[src/rtl/core/htlm_pkg.sv]
// Package for the hierarchical tree lock manager.
// Holds widths, node word type, operation and state codes, divider link types.
// No dependencies.
package htlm_pkg;

	localparam int NODES  = 1024;
	localparam int ADDR_W = $clog2(NODES);
	localparam int UID_W  = 16;
	localparam int CNT_W  = 10;
	localparam int M_W    = 10;
	localparam int N_W    = 11;
	localparam int LVL_W  = 2 * ADDR_W + 1;

	typedef enum logic [1:0] {
		OP_LOCK    = 2'd0,
		OP_UNLOCK  = 2'd1,
		OP_UPGRADE = 2'd2
	} op_t;

	typedef enum logic {
		CFG_BRANCH = 1'b0,
		CFG_NODES  = 1'b1
	} cfg_idx_t;

	typedef struct packed {
		logic             valid;
		logic [UID_W-1:0] owner;
		logic [CNT_W-1:0] cnt;
	} node_t;

	typedef struct packed {
		logic              start;
		logic [ADDR_W-1:0] dividend;
		logic [M_W-1:0]    divisor;
	} div_req_t;

	typedef struct packed {
		logic              done;
		logic [ADDR_W-1:0] quot;
	} div_rsp_t;

	typedef enum logic [4:0] {
		ST_CLR,
		ST_IDLE,
		ST_P_RD,
		ST_P_CK,
		ST_P_DIV,
		ST_P_END,
		ST_W_STEP,
		ST_W_DIV,
		ST_W_RD,
		ST_W_WR,
		ST_U_RD,
		ST_U_CK,
		ST_S_LVL,
		ST_S_RD,
		ST_S_CK,
		ST_S_NEXT,
		ST_S_MUL1,
		ST_S_MUL2,
		ST_DONE
	} state_t;

endpackage

[src/rtl/core/htlm_div.sv]
// Shared restoring divider, one quotient bit per cycle.
// Depends on htlm_pkg.
module htlm_div import htlm_pkg::*; (
	input  logic     clk,
	input  logic     arst_n,
	input  div_req_t req,
	output div_rsp_t rsp
);
	localparam logic [$clog2(ADDR_W)-1:0] LAST = ($clog2(ADDR_W))'(ADDR_W - 1);

	logic                       busy_q;
	logic                       done_q;
	logic [$clog2(ADDR_W)-1:0]  cnt_q;
	logic [ADDR_W-1:0]          quo_q;
	logic [M_W-1:0]             rem_q;
	logic [M_W-1:0]             dsr_q;
	logic [M_W:0]               rem_sh;
	logic                       ge;
	logic [M_W:0]               rem_n;

	assign rem_sh = {rem_q, quo_q[ADDR_W-1]};
	assign ge     = rem_sh >= {1'b0, dsr_q};
	assign rem_n  = ge ? rem_sh - {1'b0, dsr_q} : rem_sh;

	always_ff @(posedge clk or negedge arst_n) begin
		if (!arst_n) begin
			busy_q <= 1'b0;
			done_q <= 1'b0;
			cnt_q  <= '0;
		end else begin
			done_q <= 1'b0;
			if (req.start) begin
				busy_q <= 1'b1;
				cnt_q  <= '0;
			end else if (busy_q) begin
				cnt_q <= cnt_q + 1'b1;
				if (cnt_q == LAST) begin
					busy_q <= 1'b0;
					done_q <= 1'b1;
				end
			end
		end
	end

	always_ff @(posedge clk) begin
		if (req.start) begin
			quo_q <= req.dividend;
			rem_q <= '0;
			dsr_q <= req.divisor;
		end else if (busy_q) begin
			quo_q <= {quo_q[ADDR_W-2:0], ge};
			rem_q <= rem_n[M_W-1:0];
		end
	end

	assign rsp.done = done_q;
	assign rsp.quot = quo_q;
endmodule

[config.mk]
export PLATFORM = sky130hd
export DESIGN_NAME = htlm_div
export DESIGN_NICKNAME = d
export VERILOG_FILES = /design/src/rtl/core/htlm_pkg.sv /design/src/rtl/core/htlm_div.sv
export SDC_FILE = /design/constraint.sdc
export NUM_CORES = 1
export LEC_CHECK = 0
export ABC_AREA = 1
export BUFFER_PORTS_ARGS = -buffer_cell sky130_fd_sc_hd__buf_2
export CAP_MARGIN = 10
export CORE_MARGIN = 1
export CORE_UTILIZATION = 51
export CTS_CLUSTER_SIZE = 25
export DETAILED_ROUTE_END_ITERATION = 10
export GPL_ROUTABILITY_DRIVEN = 0
export HOLD_SLACK_MARGIN = 0.12
export PLACE_DENSITY = 0.8
export SYNTH_ARGS = -nofsm -noshare
export SYNTH_HDL_FRONTEND = slang
export SYNTH_SLANG_ARGS = --single-unit
[constraint.sdc]
create_clock -name clk -period 1.6 [get_ports clk]
set_input_delay 0.24 -clock clk [delete_from_list [all_inputs] [get_ports clk]]
set_output_delay 0.24 -clock clk [all_outputs]
set_load 0.005 [all_outputs]
### Word-level counts from Yosys, hierarchy flattened

Cells that the tools add are included.

| word-level totals | value |
|---|---|
| register bits after elaboration | 36 |
| input port bits | 23 |
| output and inout bits | 11 |
| logic and storage cells | 22 |

| cells by class | value |
|---|---|
| add/sub/neg operators | 2 |
| order comparisons | 1 |
| equal/unequal tests | 1 |
| muxes and demuxes | 11 |
| reductions and logical operators | 1 |

Operators with widths:

| operator | count |
|---|---|
| 10-bit 2-to-1 mux | 3 |
| 11-bit by 10-bit greater-or-equal comparator with 1-bit output | 1 |
| 10-bit subtractor | 1 |
| 4-bit 2-to-1 mux | 2 |
| 1-bit 2-to-1 mux | 6 |
| 4-bit by 1-bit adder with 4-bit output (second input constant) | 1 |
| 4-bit == test (second input constant) | 1 |
| 2-bit nonzero test | 1 |

### Longest topological paths before layout

Gate-level depths: netlist of run 1.

| logic depth | value |
|---|---|
| depth after elaboration | 4 |
| mapped depth | 13 |
| gate-level depth less buffers | 13 |

### Worst setup path after synthesis of run 1

OpenSTA, ideal clock, no wires.

| timing path | value |
|---|---|
| path kind | flip-flop to flip-flop |
| from | register quo_q[9] |
| to | register rem_q[8] |
| library setup time | 0.113 ns |
| arrival time | 1.595 ns |
| path slack | -0.108 ns |
| stages on the path, launching flop included | 13 |
| buffers on the path | 0 |
| clock period less this slack | 1.708 ns |
| path through | edfxtp_1 > inv_1 > ha_1 > inv_1 > fa_1 > nand3_1 > nand2_1 > nand2_1 > nand3b_1 > nand2_1 > nand2_1 > nand3_1 > nand2_1 |

| between the ends | value |
|---|---|
| longest elaborated chain between the ends | 2 |
| elaborated cells between the ends (all ways) | 3 |
| those cells by class | 1 x add/sub; 1 x order compare; 1 x mux |

RTL lines:

| element | line | source |
|---|---|---|
| start, declared | htlm_div.sv:14 | `logic [ADDR_W-1:0] quo_q;` |
| start signal, assigned | htlm_div.sv:47 | `quo_q <= req.dividend;` |
| start signal, assigned | htlm_div.sv:51 | `quo_q <= {quo_q[ADDR_W-2:0], ge};` |
| 10-bit subtractor or 11-bit by 10-bit greater-or-equal comparator with 1-bit output (tied branches) | htlm_div.sv:23, htlm_div.sv:22 |  |
| 10-bit 2-to-1 mux * | htlm_div.sv:23 | `assign rem_n = ge ? rem_sh - {1'b0, dsr_q} : rem_sh;` |
| end signal, assigned | htlm_div.sv:52 | `rem_q <= rem_n[M_W-1:0];` |
| end, declared | htlm_div.sv:15 | `logic [M_W-1:0] rem_q;` |

Mark *: on every way between the ends. The rest lies on a longest branch, timed or not.
A chain may end at the register's enable or synchronous reset.

### Worst setup path after layout of run 1

Same ends and word-level chain as after synthesis.

==> run summary, run 1 <==
LEAKAGE: 1.55 nW
Top Family by Delay on Critical Path: simple AND/OR/NAND/NOR gates
Number of standard-cell rows in the floorplan: 23
Final worst path period need: 1.87 ns
Final worst slack: -0.267 ns
Port-buffer cells: 33
Worst Setup Path Type: flip-flop to flip-flop
Asr flop ratio synth: 16.7%
Top FF cell, synth: sky130_fd_sc_hd__edfxtp_1
Area growth from synthesis to layout: 45.0%
Number of max-cap violations: 0
Hold Path Stages: 1
DRT Pass-1 Iters: 5
Unrepaired setup endpoints after global routing: yes
Synthesis-stage register bit count: 36
Share of the core filled with cells: 77.8%
Worst slew margin: 63.6%
GRT Max-Usage Layer: met2
Met3 Usage GRT: 4.79%
Global Route met2 Usage: 45.8%
# clock sinks: 36
Detailed-route wire length per cell: 15.0 um
Flop-to-flop setup slack: -0.27 ns
Leading post-synthesis cells by cell area: sky130_fd_sc_hd__edfxtp_1, sky130_fd_sc_hd__nand2_1, sky130_fd_sc_hd__dfxtp_1
Final-report setup violation count: 11
Synth cell types: 31
Measured slew at the worst slew-check pin: 0.546 ns
Class of the tightest hold or removal check: primary input to flip-flop
Count of antenna diodes in the layout: 0
Antenna violations before repair: 0
Count of routing violations after the opening detailed-route iteration: 155
Final Hold Fails: 0
Average footprint of a synthesized cell: 8.31 um^2
Clock Latency Late Sink: 0.29 ns
Post-synth design cell area: 2160 um^2
GRT Resource Usage Total: 26.8%
Final clock period utilization by the worst path: 117%
Post-synth EDFFs: 20
Remaining antenna violation count: 0
Clock buffer count from CTS: 5
Crit path top cell by count: sky130_fd_sc_hd__nand2_1
Fraction of final layout cells sized beyond drive strength 1: 43.9%
Max FO, Critical Path: 3
Routed wire length: 5950 um
Highest achievable clock rate: 536 MHz
Global-route wire length before repair: 8820 um
Average via count per standard cell: 5.24
DRC violations left: 0
Clock-pin slew on the worst setup and hold paths: 0.07 ns
Commonest cells after routing, fill and taps aside: sky130_fd_sc_hd__nand2_1, sky130_fd_sc_hd__buf_4, sky130_fd_sc_hd__buf_2, sky130_fd_sc_hd__inv_1, sky130_fd_sc_hd__edfxtp_1
Synthesized Nets: 296
Met1 global-route usage: 33.4%
Number of cells produced by synthesis: 260
Top-level I/O count: 34
Data required time at the worst endpoint: 1.83 ns
Width of the die: 67.1 um
Delay of the slowest critical-path stage: 0.44 ns
Startpoint Class: flip-flop
Number of gates on the worst path with buffers counted: 13
Run status: finished, violations left
R2r worst-path depth: 13
Series of cell instances along the critical path: inv_2, ha_4, inv_2, fa_2, nand3_2, nand2_4, nand2_4, nand2_1, nand2_1, nand2_1, nand2_1, nand3_1, nand2_1
H-Tree Level Count: 2
Setup tns final: -1.54 ns
Failing checks: negative setup slack
Worst-case clock skew: 0.00936 ns
Critical Path Slowest Stage Cell: sky130_fd_sc_hd__edfxtp_1
Portion of synthesized cell area occupied by the leading cell type: 27.8%
Largest voltage drop on the vdd net: 0.851 mV
Estimated wirelength of the detail-placed design: 3440 um
Warnings from Yosys: 0
Die Footprint: 4500 um^2
Power density over the cells: 1730 nW/um^2
Die Y: 67.1 um
Area of the placeable core: 4030 um^2
Share of synthesized area occupied by flip-flops and latches: 44.0%
Final count of pins violating max slew: 0
CP Buf/Inv Count: 2
Nets: 381
Starting density of the core: 53.6%
Maximum number of pins on one net before global-route repair: 15
Critical Path Sink Type: flip-flop
Via count of the first global-routing pass: 1967
Data arrival at the endpoint of the critical path: 2.10 ns
Sum of overflow across all layers after global routing: 0
Root Driver: sky130_fd_sc_hd__clkbuf_8
Leading cell type in the layout, fill and taps excluded: sky130_fd_sc_hd__nand2_1
Worst-case clock buffer depth: 2
Biggest area consumer among synthesized cells: sky130_fd_sc_hd__edfxtp_1
CTS tree: yes
Via count: 2077
## cells by family after synthesis
group                    synth area share (%)
flip-flops                               44.0
AO/OA/AOI/OAI                            6.43
XOR/XNOR                                 1.22
buffers and inverters                    9.79
AND/OR/NAND/NOR                          30.7
adder cells (fa/ha/maj)                  7.87
## repair_timing
action	CTS	global route
pin swaps	18	11
resized for setup	26	25
endpoints found under the hold margin	13	0
buffers inserted	8	3
gates cloned	2	0
hold buffers	8	0
endpoints found under the setup margin	11	13
## metal layers
metal	share of wire [%]	vias to the layer above
li1	-	998
met1	43	970
met5	0	-
met4	1.7	0
met2	50	97
met3	5.5	12
## through the flow
stage | power [mW] | cell area [um^2] | setup slack, ns | std cells | hold WS (ns)
floorplan | 2.84 | 2180 | -0.00658 | 260 | -0.0556
global placement | 3.55 | 2580 | -0.192 | 367 | 0.0677
detailed placement | 3.59 | 2580 | -0.188 | 367 | 0.0690
CTS | 5.02 | 3040 | -0.113 | 393 | 0.123
global route | 5.71 | 3130 | -0.306 | 396 | 0.128
finish | 5.43 | 3130 | -0.267 | 396 | 0.126
## worst paths after layout
| check | end | startpoint |
|---|---|---|
| max in group asynchronous | cnt_q[3] | arst_n |
| setup reg to reg | rem_q[8] | quo_q[9] |
| setup / recovery | rem_q[8] | quo_q[9] |
| hold / removal | dsr_q[7] | req[7] |
| hold reg to reg | done_q | cnt_q[2] |
| min in group asynchronous | busy_q | arst_n |
## final cells by class
type	instances	area, um^2
clock inverters	1	30.0
fillers	256	896
inverters	39	146
repair buffers	83	568
well taps	50	62.6
clock buffers	7	96.3
flip-flops and latches	36	952
multi-input cells	180	1280
## synth_stat cells, types with 3 or more instances
cell and count:
sky130_fd_sc_hd__nor2_1 8, sky130_fd_sc_hd__ha_1 12, sky130_fd_sc_hd__nand2_1 93, sky130_fd_sc_hd__o21ai_1 3, sky130_fd_sc_hd__nand3_2 7, sky130_fd_sc_hd__xnor2_1 3, sky130_fd_sc_hd__inv_1 39, sky130_fd_sc_hd__nand2_2 5
sky130_fd_sc_hd__nor2_2 4, sky130_fd_sc_hd__dfrtp_1 6, sky130_fd_sc_hd__nand3b_1 7, sky130_fd_sc_hd__edfxtp_1 20, sky130_fd_sc_hd__a21oi_1 5, sky130_fd_sc_hd__dfxtp_1 10, sky130_fd_sc_hd__o21ai_0 4, sky130_fd_sc_hd__nand3_1 13
## registers in the layout (all words and copies together) (netlist names)
name / count
quo_q: 10
busy_q: 1
dsr_q: 10
rem_q: 10
cnt_q: 4
done_q: 1
## power breakdown
group / switching (mW) / internal (mW)
combinational: 1.67 / 1.50
clock: 0.341 / 0.550
sequential: 0.190 / 1.17
(Power assumes the default switching activity.)
==> run 2, diff against run 1 <==
REMOVE_ABC_BUFFERS = 1   (was not set)
==> run 2 against run 1 <==
  * The run still ends with negative setup slack left
  * Combinational power rose by 20%
  * Non-clock buffer count rose by 7
  * Worst hold slack improved by 0.081 ns
  * Routed wire length rose by 32%
  * Final cell count rose by 1.8%
  * Sequential share of layout area fell by 1.5 points
  * Clock skew fell by 0.00068 ns
  * Register-to-register slack improved by 0.02 ns
  * Flip-flop and latch count did not move
  * Sequential power barely moved
==> run summary, run 2 (synthesized netlist as in run 1, its figures left out) <==
Worst-case clock buffer depth: 2
Average via count per standard cell: 5.99
Worst slew margin: 71.1%
Clock-pin slew on the worst setup and hold paths: 0.08 ns
Run status: finished, violations left
Count of antenna diodes in the layout: 0
Delay of the slowest critical-path stage: 0.42 ns
Failing checks: negative setup slack
Number of standard-cell rows in the floorplan: 23
Post-Route Hold Slack: 0.206 ns
Area after DPL: 2570 um^2
Clock buffer count from CTS: 5
Port-buffer cells: 33
Via count of the first global-routing pass: 2139
GRT Resource Usage Total: 32.5%
Top-level I/O count: 34
Series of cell instances along the critical path: inv_2, ha_4, inv_2, fa_2, nand3_2, nand2_4, nand2_2, nand2_1, nand2_1, nand2_1, nand2_1, nand3_2, nand2_1
Maximum number of pins on one net before global-route repair: 15
Unrepaired setup endpoints after global routing: yes
Startpoint Class: flip-flop
Class of the tightest hold or removal check: primary input to flip-flop
Placed Instances: 369
Share of the core filled with cells: 81.8%
Area growth from synthesis to layout: 52.6%
Antenna violations before repair: 0
Leading cell type in the layout, fill and taps excluded: sky130_fd_sc_hd__nand2_1
Nets: 388
Via count: 2414
Crit path top cell by count: sky130_fd_sc_hd__nand2_1
Final cell count without fillers: 403
Flop-to-flop setup slack: -0.24 ns
Worst-case clock skew: 0.00868 ns
Clock Latency Late Sink: 0.30 ns
Estimated wirelength of the detail-placed design: 3370 um
Width of the die: 67.1 um
Data arrival at the endpoint of the critical path: 2.09 ns
Final Hold Fails: 0
DRC violations left: 0
Measured slew at the worst slew-check pin: 0.433 ns
Crit Reg-Reg Startpoint: quo_q[9]
Global-route wire length before repair: 10300 um
Hold path start: req[16]
Commonest cells after routing, fill and taps aside: sky130_fd_sc_hd__nand2_1, sky130_fd_sc_hd__buf_4, sky130_fd_sc_hd__buf_2, sky130_fd_sc_hd__inv_1, sky130_fd_sc_hd__edfxtp_1
Remaining antenna violation count: 0
Largest registers: dsr_q: 10 flops, quo_q: 10 flops, rem_q: 10 flops
Critical Path Sink Type: flip-flop
Routed wire length: 7890 um
H-Tree Level Count: 2
Die Y: 67.1 um
Critical Path Slowest Stage Cell: sky130_fd_sc_hd__edfxtp_1
Critical path launch point: quo_q[9]
Area of the placeable core: 4030 um^2
Root Driver: sky130_fd_sc_hd__clkbuf_8
Data required time at the worst endpoint: 1.85 ns
DRT Pass-1 Iters: 5
Layout Cell Area excl Fill: 3300 um^2
Highest achievable clock rate: 543 MHz
Total power: 6.00 mW
Final worst slack: -0.242 ns
# clock sinks: 36
Final count of pins violating max slew: 0
Final-report setup violation count: 11
Max FO, Critical Path: 3
Final clock period utilization by the worst path: 115%
Sum of overflow across all layers after global routing: 0
Largest voltage drop on the vdd net: 0.968 mV
Worst Setup Path Type: flip-flop to flip-flop
Die Footprint: 4500 um^2
CTS tree: yes
Number of max-cap violations: 0
Final worst path period need: 1.84 ns
Count of routing violations after the opening detailed-route iteration: 342
LEAKAGE: 1.60 nW
Detailed-route wire length per cell: 19.6 um
Fraction of final layout cells sized beyond drive strength 1: 47.9%
Power density over the cells: 1820 nW/um^2
Starting density of the core: 53.6%
run 2: cell count changes in the layout (fill, tap and decap cells not counted), moves of 3 or more:
cell / previous run / this run
sky130_fd_sc_hd__buf_6: 2 / 11
sky130_fd_sc_hd__buf_4: 40 / 35
sky130_fd_sc_hd__nand2_1: 77 / 73
sky130_fd_sc_hd__nand2_4: 6 / 10
sky130_fd_sc_hd__nand3_1: 10 / 6
sky130_fd_sc_hd__dlygate4sd3_1: 8 / 11
sky130_fd_sc_hd__inv_1: 30 / 27
sky130_fd_sc_hd__nand3_2: 10 / 13
run 2: per-stage QoR:
step / worst slack [ns] / TNS, ns
3_5_place_dp: -0.184 / -1.51
2_1_floorplan: -0.199 / -1.86
4_1_cts: -0.0516 / -0.188
5_1_grt: -0.334 / -2.61
6_report: -0.242 / -1.93
3_3_place_gp: -0.147 / -1.27
run 2: final timing paths:
check                           endpoint  cells past startpoint
worst min-delay path            quo_q[6]                      3
max in group asynchronous       cnt_q[1]                      2
min in group asynchronous       cnt_q[2]                      2
worst min register to register  rem_q[5]                      2
worst max-delay path            rem_q[6]                     13
worst max register to register  rem_q[6]                     13
run 2: worst max-delay path: cells and delay by family (launching register included):
kind / cells / cell delay (ns)
buf+inv: 2 / 0.14
simple gates: 9 / 0.73
flops: 1 / 0.42
fa+ha+maj: 2 / 0.50
run 2: layout make-up:
type,count,area [um^2]
Clock buffer,5,68.8
Clock inverter,3,42.5
Fill cell,211,732
Inverter,39,149
Multi-Input combinational cell,180,1360
Sequential cell,36,952
Tap cell,50,62.6
Timing Repair Buffer,90,662
run 2: repair_timing:
action	4_1_cts	5_1_grt
setup buffers	6	7
gates cloned	0	2
setup endpoints to repair	11	11
hold buffers	11	0
pin swaps	21	19
endpoints found under the hold margin	16	0
resized for setup	55	34
run 2: per-layer routing:
| layer | track usage [%] | vias up | share of wire (%) |
|---|---|---|---|
| met3 | 7.02 | 68 | 11 |
| met4 | 18.4 | 0 | 7.4 |
| met5 | 0 | - | 0 |
| li1 | - | 1016 | - |
| met1 | 40.2 | 1115 | 36 |
| met2 | 51.9 | 215 | 46 |
run 2: power breakdown:
group	internal (mW)	switching (mW)	total (mW)	leakage [nW]
sequential	1.17	0.190	1.36	0.366
clock	0.461	0.352	0.813	0.0541
combinational	1.74	2.09	3.83	1.18
total	3.37	2.63	6.00	1.60
==> run 3, diff against run 2 <==
ABC_AREA = not set   (was 1)
CORE_UTILIZATION = 50   (was 51)
PLACE_DENSITY = 0.79   (was 0.8)
==> run 3 against run 2 <==
  * The flow still finishes with violations (negative setup slack)
  * Critical path depth fell by 4
  * Via count fell by 12%
  * Area after synthesis fell by 4.0%
  * Sequential power fell by 6%
  * Flip-flop and latch count did not move
  * Clock power fell by 2.8%
  * Count of clock-buffer cells in the layout rose by 1
==> run summary, run 3 <==
LEAKAGE: 1.37 nW
Share of synthesized area occupied by flip-flops and latches: 45.8%
Biggest area consumer among synthesized cells: sky130_fd_sc_hd__edfxtp_1
Top Family by Delay on Critical Path: compound AO/OA/AOI/OAI gates
Die Footprint: 4410 um^2
Unrepaired setup endpoints after global routing: yes
Post-synth EDFFs: 20
Final worst path period need: 2.16 ns
Final count of pins violating max slew: 0
Leading cell type in the layout, fill and taps excluded: sky130_fd_sc_hd__buf_4
Met3 routed wirelength: 587 um
Data arrival at the endpoint of the critical path: 2.33 ns
Root Driver: sky130_fd_sc_hd__clkbuf_8
Critical Path Sink Type: flip-flop
Clock Latency Late Sink: 0.29 ns
Worst slew margin: 66.7%
Asr flop ratio synth: 16.7%
Count of routing violations after the opening detailed-route iteration: 200
CTS tree: yes
Max FO, Critical Path: 5
Synth cell types: 54
Area growth from synthesis to layout: 49.6%
Fraction of final layout cells sized beyond drive strength 1: 54.1%
Delay of the slowest critical-path stage: 0.41 ns
Critical Path Slowest Stage Cell: sky130_fd_sc_hd__a2111oi_4
CP Buf/Inv Count: 3
Crit Reg-Reg Startpoint: dsr_q[1]
Port-buffer cells: 33
Final-report setup violation count: 11
Data required time at the worst endpoint: 1.77 ns
Power density over the cells: 1500 nW/um^2
Average footprint of a synthesized cell: 10.6 um^2
Count of antenna diodes in the layout: 0
Sum of overflow across all layers after global routing: 0
Area after DPL: 2630 um^2
Sw power: 1.74 mW
Final cell count without fillers: 342
Ranking of synthesized cells by instance count: sky130_fd_sc_hd__nor2_1, sky130_fd_sc_hd__edfxtp_1, sky130_fd_sc_hd__inv_1
Total power: 4.66 mW
Clock-pin slew on the worst setup and hold paths: 0.07 ns
Starting density of the core: 51.9%
Largest registers: dsr_q: 10 flops, quo_q: 10 flops, rem_q: 10 flops
H-Tree Level Count: 2
Number of max-cap violations: 0
Estimated wirelength of the detail-placed design: 3730 um
DRC violations left: 0
Warnings from Yosys: 0
Portion of synthesized cell area occupied by the leading cell type: 29.0%
Leading post-synthesis cells by cell area: sky130_fd_sc_hd__edfxtp_1, sky130_fd_sc_hd__dfxtp_1, sky130_fd_sc_hd__dfrtp_1
DRT Pass-1 Iters: 5
Via count: 2113
Layout Cell Area excl Fill: 3100 um^2
Fraction of power spent switching nets: 37.3%
GRT Resource Usage Total: 32.9%
Area of the placeable core: 4000 um^2
DR WL met2: 3420 um
Clock buffer count from CTS: 5
# clock sinks: 36
Combined flip-flop and latch cell area: 952 um^2
Synthesis-stage register bit count: 36
Wire length the detailed router placed on met1: 2640 um
Worst Setup Path Type: flip-flop to flip-flop
Number of cells produced by synthesis: 195
Combined area of the multi-input logic cells: 1200 um^2
Startpoint Class: flip-flop
Internal power contribution: 2.93 mW
Final Hold Fails: 0
Maximum number of pins on one net before global-route repair: 21
Class of the tightest hold or removal check: primary input to flip-flop
Width of the die: 66.4 um
Worst-case clock buffer depth: 2
Critical path launch point: dsr_q[1]
Clock network fraction of design power: 16.9%
Worst-case clock skew: 0.0112 ns
Setup tns final: -5.38 ns
Final worst slack: -0.559 ns
Highest achievable clock rate: 463 MHz
Global-route wire length before repair: 10400 um
Routed wire length: 7010 um
Number of standard-cell rows in the floorplan: 23
Sequential share of power: 27.4%
Placed Instances: 318
Largest voltage drop on the vdd net: 0.868 mV
Final clock period utilization by the worst path: 135%
Remaining antenna violation count: 0
Series of cell instances along the critical path: inv_2, ha_4, nor2b_4, o2111ai_4, a2111oi_4, buf_4, buf_6, nor4_2, a221o_1
Via count of the first global-routing pass: 2097
Top FF cell, synth: sky130_fd_sc_hd__edfxtp_1
Measured slew at the worst slew-check pin: 0.499 ns
Nets: 327
Top-level I/O count: 34
Run status: finished, violations left
Comb pwr share: 55.7%
Average via count per standard cell: 6.18
Cell with the most instances after synthesis: sky130_fd_sc_hd__nor2_1
Top routing layer in use: met4
FILL cells: 214
Hold path start: req[2]
Post-synth design cell area: 2070 um^2
Antenna violations before repair: 0
Failing checks: negative setup slack
Die Y: 66.4 um
Commonest cells after routing, fill and taps aside: sky130_fd_sc_hd__buf_4, sky130_fd_sc_hd__buf_2, sky130_fd_sc_hd__nor2_1, sky130_fd_sc_hd__edfxtp_1, sky130_fd_sc_hd__mux2_2
Detailed-route wire length per cell: 20.5 um
==> run 3: cell types whose count changed after synthesis, moves of 5 or more <==
| cell | delta |
|---|---|
| sky130_fd_sc_hd__nand3_1 | -10 |
| sky130_fd_sc_hd__nand3b_1 | -5 |
| sky130_fd_sc_hd__nor2_1 | +14 |
| sky130_fd_sc_hd__nand2_1 | -86 |
| sky130_fd_sc_hd__nand3_2 | -7 |
| sky130_fd_sc_hd__nand2_2 | -5 |
| sky130_fd_sc_hd__inv_1 | -24 |
| sky130_fd_sc_hd__mux2_2 | +10 |
| sky130_fd_sc_hd__o211ai_1 | +5 |
==> run 3: per-layer routing <==
metal | vias to the layer above | track usage (%)
met5 | - | 0
met2 | 152 | 54.6
met4 | 0 | 19.7
met3 | 51 | 6.38
li1 | 910 | -
met1 | 1000 | 39.0
==> run 3: cells by family after synthesis <==
kind of cell	synth area share, %
fa+ha+maj	8.20
buf+inv	6.51
flops	45.8
xor+xnor	2.96
mux	5.43
simple gates	13.1
compound gates	18.0
==> run 3: worst paths after layout <==
kind                             to  depth (start not counted)  slack (ns)
setup / recovery           rem_q[2]                          9       -0.56
max in group asynchronous    done_q                          2        1.12
hold / removal             dsr_q[2]                          1        0.13
hold reg to reg            rem_q[7]                          2        0.57
min in group asynchronous  cnt_q[0]                          2        0.34
setup reg to reg           rem_q[2]                          9       -0.56
==> run 3: layout make-up <==
type / instances / area share, %
clock buffers: 6 / 2.34
clock inverters: 2 / 1.13
inverters: 16 / 1.93
multi-input cells: 131 / 38.8
flip-flops and latches: 36 / 30.7
well taps: 50 / 2.02
repair buffers: 101 / 23.1
==> run 3: timing repair <==
item,CTS,global route
gates resized for setup,41,9
pin swaps,24,9
hold buffers,3,0
endpoints found under the hold margin,8,0
setup buffers,11,3
setup endpoints to repair,11,11
==> run 3: stage by stage <==
stage / utilization [%] / setup WS [ns] / hold WS, ns
floorplan: - / -0.578 / -0.0556
global placement: 65.7 / -0.516 / 0.0650
detailed placement: 65.7 / -0.614 / 0.0714
CTS: 75.9 / -0.430 / 0.123
global route: 77.6 / -0.628 / 0.122
finish: 77.6 / -0.559 / 0.126
==> run 3: power groups by stage <==
stage	clock network [mW]	registers, mW	logic (mW)
after CTS	0.793	1.26	2.24
after floorplan	0	1.26	0.983
after global routing	0.836	1.29	2.69
after global placement	0	1.25	1.81
final	0.790	1.28	2.60
after detailed placement	0	1.26	1.86
==> run 3: worst register-to-register path, cell delays in order, from the launching register on <==
cell and delay (ns):
sky130_fd_sc_hd__edfxtp_1 0.35, sky130_fd_sc_hd__inv_2 0.06, sky130_fd_sc_hd__ha_4 0.26, sky130_fd_sc_hd__nor2b_4 0.15, sky130_fd_sc_hd__o2111ai_4 0.15, sky130_fd_sc_hd__a2111oi_4 0.41, sky130_fd_sc_hd__buf_4 0.22, sky130_fd_sc_hd__buf_6 0.12
sky130_fd_sc_hd__nor4_2 0.05, sky130_fd_sc_hd__a221o_1 0.26
